<file path="config.mk">
export PLATFORM = sky130hd
export DESIGN_NAME = tlpt_ctrl
export DESIGN_NICKNAME = d
export VERILOG_FILES = /design/src/rtl/tlpt_pkg.sv /design/src/rtl/tlpt_ctrl.sv
export SDC_FILE = /design/constraint.sdc
export NUM_CORES = 1
export LEC_CHECK = 0
export ABC_CLOCK_PERIOD_IN_PS = 3000
export BUFFER_PORTS_ARGS = -buffer_cell sky130_fd_sc_hd__buf_2
export CORE_AREA = 2 2 39 41
export CTS_CLUSTER_DIAMETER = 150
export DETAILED_ROUTE_END_ITERATION = 16
export DIE_AREA = 0 0 41 43
export HOLD_SLACK_MARGIN = 0.05
export PLACE_DENSITY = 0.43
export REMOVE_ABC_BUFFERS = 1
export SETUP_SLACK_MARGIN = 0.02
export SLEW_MARGIN = 5
export SYNTH_ARGS = -nofsm -noshare
export SYNTH_HDL_FRONTEND = slang
export SYNTH_SLANG_ARGS = --single-unit
</file>
<file path="constraint.sdc">
create_clock -name clk_i -period 3 [get_ports clk_i]
set_input_delay 0.3 -clock clk_i [delete_from_list [all_inputs] [get_ports clk_i]]
set_output_delay 0.3 -clock clk_i [all_outputs]
set_load 0.05 [all_outputs]
</file>
<file path="src/rtl/tlpt_pkg.sv">
`timescale 1ns / 1ps

package tlpt_pkg;

  // fixed x86 two-level split of a 32-bit virtual address
  localparam int DIR_IDX_W = 10;
  localparam int OFFSET_W  = 12;
  localparam int FRAME_W   = 20;
  localparam int FLAGS_W   = 12;
  localparam int CMD_W     = 2;

  // command codes
  localparam logic [CMD_W-1:0] CMD_MAP   = 2'd0;
  localparam logic [CMD_W-1:0] CMD_UNMAP = 2'd1;
  localparam logic [CMD_W-1:0] CMD_XLATE = 2'd2;

  // controller to datapath
  typedef struct packed {
    logic clear;   // clearing sweep step
    logic accept;  // input word taken, issue directory read
    logic dir_go;  // directory entry valid, issue table read
    logic tbl_go;  // table entry valid, write back and load result
  } ctl_cmd_t;

  // datapath to controller
  typedef struct packed {
    logic clear_last;  // sweep at its last entry
    logic out_free;    // result register can take a word
  } ctl_sts_t;

endpackage

</file>
<file path="src/rtl/tlpt_ctrl.sv">
`timescale 1ns / 1ps

module tlpt_ctrl (
  input  logic               clk_i,
  input  logic               rst_ni,
  input  logic               in_valid_i,
  output logic               in_ready_o,
  input  tlpt_pkg::ctl_sts_t sts_i,
  output tlpt_pkg::ctl_cmd_t cmd_o
);

  localparam logic [1:0] ST_CLEAR = 2'd0;
  localparam logic [1:0] ST_IDLE  = 2'd1;
  localparam logic [1:0] ST_DIR   = 2'd2;
  localparam logic [1:0] ST_TBL   = 2'd3;

  logic [1:0] state_q, state_d;

  always_comb begin
    state_d    = state_q;
    in_ready_o = 1'b0;
    cmd_o      = '0;
    case (state_q)
      ST_CLEAR: begin
        cmd_o.clear = 1'b1;
        if (sts_i.clear_last) begin
          state_d = ST_IDLE;
        end
      end
      ST_IDLE: begin
        in_ready_o   = 1'b1;
        cmd_o.accept = in_valid_i;
        if (in_valid_i) begin
          state_d = ST_DIR;
        end
      end
      ST_DIR: begin
        cmd_o.dir_go = 1'b1;
        state_d      = ST_TBL;
      end
      ST_TBL: begin
        // hold until the result register is free
        if (sts_i.out_free) begin
          cmd_o.tbl_go = 1'b1;
          state_d      = ST_IDLE;
        end
      end
      default: begin
        state_d = ST_CLEAR;
      end
    endcase
  end

  always_ff @(posedge clk_i or negedge rst_ni) begin
    if (!rst_ni) begin
      state_q <= ST_CLEAR;
    end else begin
      state_q <= state_d;
    end
  end

endmodule

</file>
==> key figures, run 1 <==
Status
  • Status: complete, no violations

Logic synthesis
  • Distinct cell type count of the synthesized netlist: 9
  • Synth Area in XOR/XNOR: 0%
  • Post-synthesis compound-gate area fraction: about 5.6%
  • Cells after synthesis: 17
  • Synth Area in Simple Gates: 7.75%
  • Fraction of synthesized area in multiplexers: 12.0%
  • Yosys warnings: 0
  • Post-Synth Adder-Cell Area: a little over a third
  • Avg Cell Area, Syn: 10.5 sq um
  • Mapped Area: 178 sq um
  • Seq cells post-synth: 2
  • Seq/Total Area, Yosys: 28.2%
  • Largest family of logic cells by synthesized area: adder cells

Layout
  • Max reg flops: 2
  • Fin util: 19.9%
  • Diode count: 0
  • Share of layout cells above drive strength 1: a little under half
  • Final cell count without fillers: 46
  • Top Registers: state_q x2
  • Nets: between 40 and 50
  • Synthesis-to-layout area growth: 54.9%
  • Most flop-heavy register: state_q

Global route
  • Largest net degree at the start of global routing: 5
  • Total GRT Usage: under 10%
  • Vias in the first global route: 143
  • Initial antenna violation count: 0
  • GR Overflow Total: 0
  • Global-route wire length before repair: 517 um

Clock network
  • CTS tree: built
  • H-tree depth: 1
  • Clk sink count: 2
  • Setup bufs post-CTS: 0
  • CTS Hold Bufs: 1
  • Clock Tree Root: clkbuf_4
  • Max Root-Sink Buffers: 2
  • Post-CTS resize count: 0
  • CTS Buf Count: 3
  • Clk pin slew, worst setup/hold paths: around 30 ps
  • Skew-Pair Late Insertion Delay: 220 ps

Floorplan
  • Die ar.: 0.00176 sq mm
  • Initial Utilization: 12.8%
  • I/O Pins: 10
  • Die W: 41 um
  • Core footprint: 0.00138 sq mm
  • Rows: 14
  • Die Y: 43 um

Worst setup path
  • R2r startpoint: state_q[0]
  • CP Capture Type: flop
  • Critical path startpoint category: flop
  • Crit Path Class: reg2reg
  • Worst EP arrival: 1740 ps
  • R2r setup slk: roughly 1400 ps
  • CP Max Fanout: 4
  • Worst reg-to-reg path cell count: 4
  • WP data required: 3100 ps
  • FF-to-FF End: state_q[1]

Detailed routing
  • Vias post-DR: 152
  • TritonRoute pass-1 iters: 5
  • Drt total wl: 328 um
  • Drc violations: 0
  • Post-DRT Antenna Nets: 0
  • Via/cell ratio: 3.30
  • 1st-iter DRT viols: 2
  • Routed len/inst: 7.13 um

STA
  • Count of final setup violators: 0
  • Worst clock skew: 2.01 ps
  • Worst Max-Slew Pin Slew: 465 ps
  • Normalized max-slew margin: between 60% and 70%
  • Achievable clock frequency: around 0.61 GHz
  • Period minus WS final: 1640 ps
  • RSZ-0062 raised after global routing: no
  • Final period util: 54.8%
  • Sum of negative setup slack: 0 ps
  • Hold Slack: 390 ps
  • Max Slew Vio Count: 0
  • Hold Vio Cnt, Final: 0

Place
  • Dpl cells: 42
  • Gpl congestion: 0.581
  • I/O Buffers: 9

Job
  • Number of max-cap violations: 0

Worst hold path
  • HP Class: in2async
==> metal layers <==
metal	up-vias	GRT usage (%)	wire length [um]
met5	-	0	0
li1	80	-	-
met3	0	4.71	48
met4	0	4.00	0
met1	62	4.19	152
met2	10	6.25	127
==> cell families after synthesis <==
| logic type | after synthesis |
|---|---|
| compound gates | 1 |
| mux | 2 |
| fa+ha+maj | 5 |
| simple gates | 2 |
| flops | 2 |
| buf+inv | 5 |
==> cell usage in the layout, fill, tap and decap left out <==
cell type	instances
inv_1	4
clkinvlp_2	1
ha_1	5
and2_1	1
a222oi_1	1
mux2_1	1
and2_2	1
dfrtp_1	2
buf_2	9
dlygate4sd3_1	1
mux2i_1	1
clkbuf_4	3
==> worst max-delay path by stage <==
stage,end,depth (start not counted),start,slack [ps]
6_report,state_q[1],4,state_q[0],1360
4_1_cts,state_q[1],4,state_q[0],1320
5_1_grt,state_q[1],4,state_q[0],1240
3_5_place_dp,state_q[1],4,state_q[0],1330
3_3_place_gp,state_q[1],4,state_q[0],1310
2_1_floorplan,state_q[1],4,state_q[0],1210
==> cell usage after synthesis <==
master	count	share of area [%]
mux2_1	1	6.3
ha_1	5	35
a222oi_1	1	5.6
inv_1	4	8.4
mux2i_1	1	5.6
dfrtp_1	2	28
and2_1	1	3.5
clkinvlp_2	1	2.8
and2_2	1	4.2
==> critical path, cell delays in order (launching register included) <==
cell and delay (ps):
dfrtp_1 380, inv_1 90, ha_1 210, a222oi_1 460
mux2_1 370
==> per-stage QoR <==
stage | setup WS (ps) | cell area (sq um)
after floorplan | 1210 | 178
after global placement | 1310 | 243
after detailed placement | 1330 | 243
after CTS | 1320 | 275
after global routing | 1240 | 275
final | 1360 | 275
==> layout make-up <==
class                           instances  area [sq um]
Sequential cell                         2          50.0
Inverter                                5          20.0
Multi-Input combinational cell         10           108
Fill cell                             160          1110
Timing Repair Buffer                   10          55.1
Clock buffer                            3          22.5
Tap cell                               16          20.0
Power of run 1 is not shown: default switching activity piles up to over one toggle a cycle in this logic, so the estimate is an artifact.
==> run 2: changes to the inputs <==
- ABC_CLOCK_PERIOD_IN_PS: 3000 -> 1400
- PLACE_DENSITY: 0.43 -> 0.44
- clock period: 3 -> 1.4 ns (I/O delays scaled with it)
==> run 2 against run 1 <==
The flow now finishes with violations (negative setup slack). Die area did not move. Critical path depth did not move. Utilization rose by 10 points. Setup slack got worse by 1500 ps. Routed wire length rose by 61%. Final cell count rose by 22%. Non-clock buffer count rose by 10. First-iteration DRC count rose to 2.5 times the previous value. Sequential share of layout area fell by 5.8 points. Clock skew rose by 2.2 ps.
==> key figures, run 2 (synthesis gave the netlist of run 1 again) <==
Layout
  • Final cell count without fillers: 56
  • Max reg flops: 2
  • Top Registers: state_q x2
  • Synthesis-to-layout area growth: 133%
  • Nets: 52
  • Final Cell Area: 414 sq um
  • Most frequent cells in the layout: buf_4 (10), clkbuf_4 (5), buf_2 (4)
  • Share of layout cells above drive strength 1: 80.0%
  • Commonest non-fill, non-tap cell in the layout: buf_4
  • Diode count: 0
  • Most flop-heavy register: state_q

Worst hold path
  • HP Class: in2async

Power and ir drop
  • Max IR drop VDD: 1030 uV
  • Leakage: 0.206 nW
  • Power per standard cell area: 2620 mW/mm^2

STA
  • Setup ws final: -116 ps
  • Max Slew Vio Count: 0
  • Normalized max-slew margin: 73.7%
  • Worst clock skew: 4.21 ps
  • Achievable clock frequency: roughly 0.66 GHz
  • Period minus WS final: approximately 1500 ps
  • Hold Vio Cnt, Final: 0
  • Worst Max-Slew Pin Slew: ~400 ps
  • Final period util: 108%
  • RSZ-0062 raised after global routing: yes
  • Sum of negative setup slack: -224 ps
  • Count of final setup violators: 2

Clock network
  • Max Root-Sink Buffers: 2
  • H-tree depth: 1
  • Clk pin slew, worst setup/hold paths: 30 ps
  • CTS Buf Count: 3
  • Clock Tree Root: clkbuf_4
  • CTS tree: built
  • Skew-Pair Late Insertion Delay: 220 ps
  • Clk sink count: 2

Detailed routing
  • Post-DRT Antenna Nets: 0
  • Via/cell ratio: 3.59
  • Drc violations: 0
  • TritonRoute pass-1 iters: 4
  • Routed len/inst: 9.45 um
  • Drt total wl: 529 um
  • 1st-iter DRT viols: 5
  • Vias post-DR: around 200

Global route
  • GR Overflow Total: 0
  • Vias in the first global route: 223
  • Total GRT Usage: 6.53%
  • Global-route wire length before repair: 786 um
  • Largest net degree at the start of global routing: 5
  • Initial antenna violation count: 0

Worst setup path
  • Critical path startpoint category: flop
  • CP endpoint: state_q[1]
  • CP max-delay cell: dfrtp_1
  • R2r setup slk: -120 ps
  • Crit Path Class: reg2reg
  • Worst EP arrival: between 1500 and 2000 ps
  • Worst path bufs/invs: 1
  • CP max stage delay: 390 ps
  • CP Max Fanout: 3
  • FF-to-FF End: state_q[1]
  • Crit path depth: 4
  • Critical Path Start: state_q[1]
  • Kind of cell adding the most delay to the critical path: flip-flops
  • CP Capture Type: flop
  • Crit-path cells: buf_4 -> ha_2 -> a222oi_1 -> mux2_1
  • WP data required: about 1500 ps
  • R2r startpoint: state_q[1]
  • Worst reg-to-reg path cell count: 4

Place
  • Dpl hpwl: approximately 350 um
  • Dpl cells: 50
  • Placed instance area: just over 300 sq um
  • I/O Buffers: 9
  • DP Worst Slack: -158 ps
  • Gpl congestion: between 0.6 and 0.7

Floorplan
  • I/O Pins: 10
  • Die ar.: 0.00176 sq mm
  • Core footprint: 0.00138 sq mm
  • Rows: 14
  • Die Y: between 40 and 50 um
  • Die W: 41 um
  • Initial Utilization: 12.8%

Status
  • Failing checks: negative setup slack
  • Status: complete, but fails checks

Job
  • Number of max-cap violations: 0
[run 2: what timing repair did]
| item | CTS | global route |
|---|---|---|
| buffers inserted | 2 | 1 |
| hold endpoints to repair | 2 | 0 |
| setup endpoints to repair | 6 | 7 |
| hold buffers | 1 | 0 |
| pin swaps | 1 | 2 |
| cloned | 0 | 0 |
| gates resized for setup | 11 | 9 |
[run 2: power breakdown]
part / switching [mW] / internal [mW] / total [mW]
Sequential: 0.0352 / 0.0923 / 0.128
Clock: 0.0304 / 0.0944 / 0.125
Combinational: 0.423 / 0.410 / 0.833
Total: 0.489 / 0.596 / 1.08
[run 2: worst min path at each step]
stage,cells after the start,end,start
2_1_floorplan,0,state_q[0],rst_ni
3_5_place_dp,1,state_q[0],rst_ni
3_3_place_gp,1,state_q[1],rst_ni
4_1_cts,2,state_q[0],rst_ni
5_1_grt,2,state_q[0],rst_ni
6_report,2,state_q[0],rst_ni
[run 2: per-stage QoR]
stage          utilization [%]  total power, mW  hold WS [ps]
2_1_floorplan                -            0.503          -156
3_3_place_gp              21.9            0.758         -73.5
3_5_place_dp              21.9            0.755         -73.1
4_1_cts                   27.3            0.990           221
5_1_grt                   29.9             1.17           243
6_report                  29.9             1.08           237
[run 2: layout make-up]
type                       count  area (sq um)
clock buffer                   3          22.5
fill                         152           970
inverter                       5          20.0
multi-input combinational     10           143
sequential                     2          51.3
tap                           16          20.0
timing repair buffer          20           158
[run 2: metal layers]
| metal | part of all wire, % | vias up | wire [um] | global-route usage [%] |
|---|---|---|---|---|
| met4 | 0 | 0 | 0 | 4.00 |
| met5 | 0 | - | 0 | 0 |
| met2 | 52 | 12 | 276 | 10.0 |
| met1 | 37 | 90 | 196 | 7.74 |
| met3 | 11 | 0 | 57 | 1.57 |
| li1 | - | 99 | - | - |
No activity file was read; power rests on OpenSTA's default activity.
==> run 3: changes to the inputs <==
- PLACE_DENSITY: 0.44 -> unset
- PLACE_DENSITY_LB_ADDON: unset -> 0.08
==> run 3 against run 2 <==
Critical path depth grew 1. Combinational power is 2.9% higher. Critical path type unchanged. Utilization grew 0.36 points. Total power up 3.1%. Sequential share of layout area shrank 0.15 points. Non-clock buffer count is the same. The run still ends with negative setup slack left. Worst hold slack got worse by 9.6 ps. Critical endpoint unchanged. Global-route usage grew 0.50 points. Setup slack gained 2.8 ps.
==> key figures, run 3 (synthesis gave the netlist of run 1 again) <==
Detailed routing
  • Drc violations: 0
  • Drt total wl: 473 um
  • Vias post-DR: 196
  • Via/cell ratio: 3.50
  • 1st-iter DRT viols: 5
  • Routed len/inst: 8.45 um
  • TritonRoute pass-1 iters: 4
  • Post-DRT Antenna Nets: 0

STA
  • Hold Vio Cnt, Final: 0
  • Sum of negative setup slack: -180 ps
  • Achievable clock frequency: 0.661 GHz
  • Worst Max-Slew Pin Slew: roughly 280 ps
  • Period minus WS final: between 1500 and 2000 ps
  • Max Slew Vio Count: 0
  • Normalized max-slew margin: around 81%
  • Final period util: 108%
  • Worst clock skew: 0.977 ps
  • Count of final setup violators: 2
  • Setup ws final: -113 ps
  • RSZ-0062 raised after global routing: yes

Status
  • Status: complete, but fails checks
  • Failing checks: negative setup slack

Global route
  • Largest net degree at the start of global routing: 5
  • GR Overflow Total: 0
  • Total GRT Usage: under 10%
  • Vias in the first global route: about 210
  • Initial antenna violation count: 0
  • Global-route wire length before repair: approximately 720 um

Layout
  • Nets: 52
  • Commonest non-fill, non-tap cell in the layout: buf_4
  • Share of layout cells above drive strength 1: 80.0%
  • Top Registers: state_q x2
  • Most flop-heavy register: state_q
  • Diode count: 0
  • Most frequent cells in the layout: buf_4 (9), buf_2 (5), clkbuf_4 (4)
  • Max reg flops: 2
  • Synthesis-to-layout area growth: 136%

Clock network
  • CTS Buf Count: 3
  • Clk pin slew, worst setup/hold paths: 30 ps
  • Clock Tree Root: clkbuf_4
  • CTS tree: built
  • Clk sink count: 2
  • Max Root-Sink Buffers: 2
  • H-tree depth: 1
  • Skew-Pair Late Insertion Delay: around 230 ps

Power and ir drop
  • Leakage: about 0.22 nW
  • Internal power: approximately 0.63 mW
  • Sw Ratio: 43.5%
  • Clk pwr share: 11.6%
  • Power per standard cell area: 2670 mW/mm^2
  • Sequential share of power: 11.8%
  • Max IR drop VDD: 838 uV
  • Switching power: 0.487 mW
  • Combinational share of power: roughly three quarters

Floorplan
  • Die Y: roughly 43 um
  • Initial Utilization: 12.8%
  • Die ar.: approximately 0.0018 sq mm
  • Rows: 14
  • I/O Pins: 10
  • Die W: 41 um
  • Core footprint: 0.00138 sq mm

Worst setup path
  • CP max-delay cell: dfrtp_1
  • Critical path startpoint category: flop
  • WP data required: 1510 ps
  • Crit-path cells: buf_4 -> ha_2 -> a222oi_1 -> buf_4 -> mux2_4
  • CP max stage delay: 390 ps
  • Worst path bufs/invs: 2
  • Crit Path Class: reg2reg
  • CP Capture Type: flop
  • Worst EP arrival: around 1600 ps
  • Most common cell on crit path: buf_4
  • CP Max Fanout: 3
  • Kind of cell adding the most delay to the critical path: flip-flops

Place
  • DP Worst Slack: -250 ps
  • Gpl congestion: 0.670
  • I/O Buffers: 9

Job
  • Number of max-cap violations: 0

Worst hold path
  • HP Class: in2async
## run 3: worst register-to-register path: stages, from the launching register on
cell and delay [ps]:
dfrtp_1 390, buf_4 140, ha_2 170, a222oi_1 230, buf_4 180, mux2_4 290
## run 3: timing repair
item,CTS,global route
endpoints found under the hold margin,2,0
buffers inserted,2,4
pin swaps,2,0
hold buffers,1,0
resized for setup,15,6
setup endpoints to repair,6,6
## run 3: power groups by stage
stage,clock network (mW),logic [mW],registers [mW]
2_1_floorplan,0,0.389,0.114
3_3_place_gp,0,0.603,0.123
3_5_place_dp,0,0.606,0.120
4_1_cts,0.140,0.758,0.133
5_1_grt,0.150,0.922,0.137
6_report,0.129,0.857,0.132
## run 3: per-stage QoR
stage	power, mW	hold slack [ps]	util (%)	cells	area [sq um]
after floorplan	0.503	-156	-	17	178
after global placement	0.726	-72.9	20.8	48	288
after detailed placement	0.726	-73.6	20.8	48	288
after CTS	1.03	216	27.3	54	378
after global routing	1.21	223	30.3	56	419
final	1.12	228	30.3	56	419
## run 3: cell type report
type	instances	area [sq um]
inverter	5	20.0
sequential	2	51.3
multi-input combinational	10	143
tap	16	20.0
clock buffer	3	22.5
timing repair buffer	20	163
fill	155	965
## run 3: worst paths after layout
kind                                 start    endpoint  slack, ps  cells after the start
worst max-delay path            state_q[1]  state_q[1]       -110                      5
worst min register to register  state_q[0]  state_q[0]        700                      2
max in group asynchronous           rst_ni  state_q[0]       1070                      2
worst max register to register  state_q[1]  state_q[1]       -110                      5
min in group clk_i                sts_i[1]  state_q[1]        490                      5
worst min-delay path                rst_ni  state_q[1]        230                      2
## run 3: per-layer routing
layer	vias to the layer above	GRT usage [%]	share of wire (%)
met2	8	9.69	52
met3	2	3.14	4.9
met5	-	0	0
li1	101	-	-
met4	0	10.0	3.4
met1	85	5.81	40
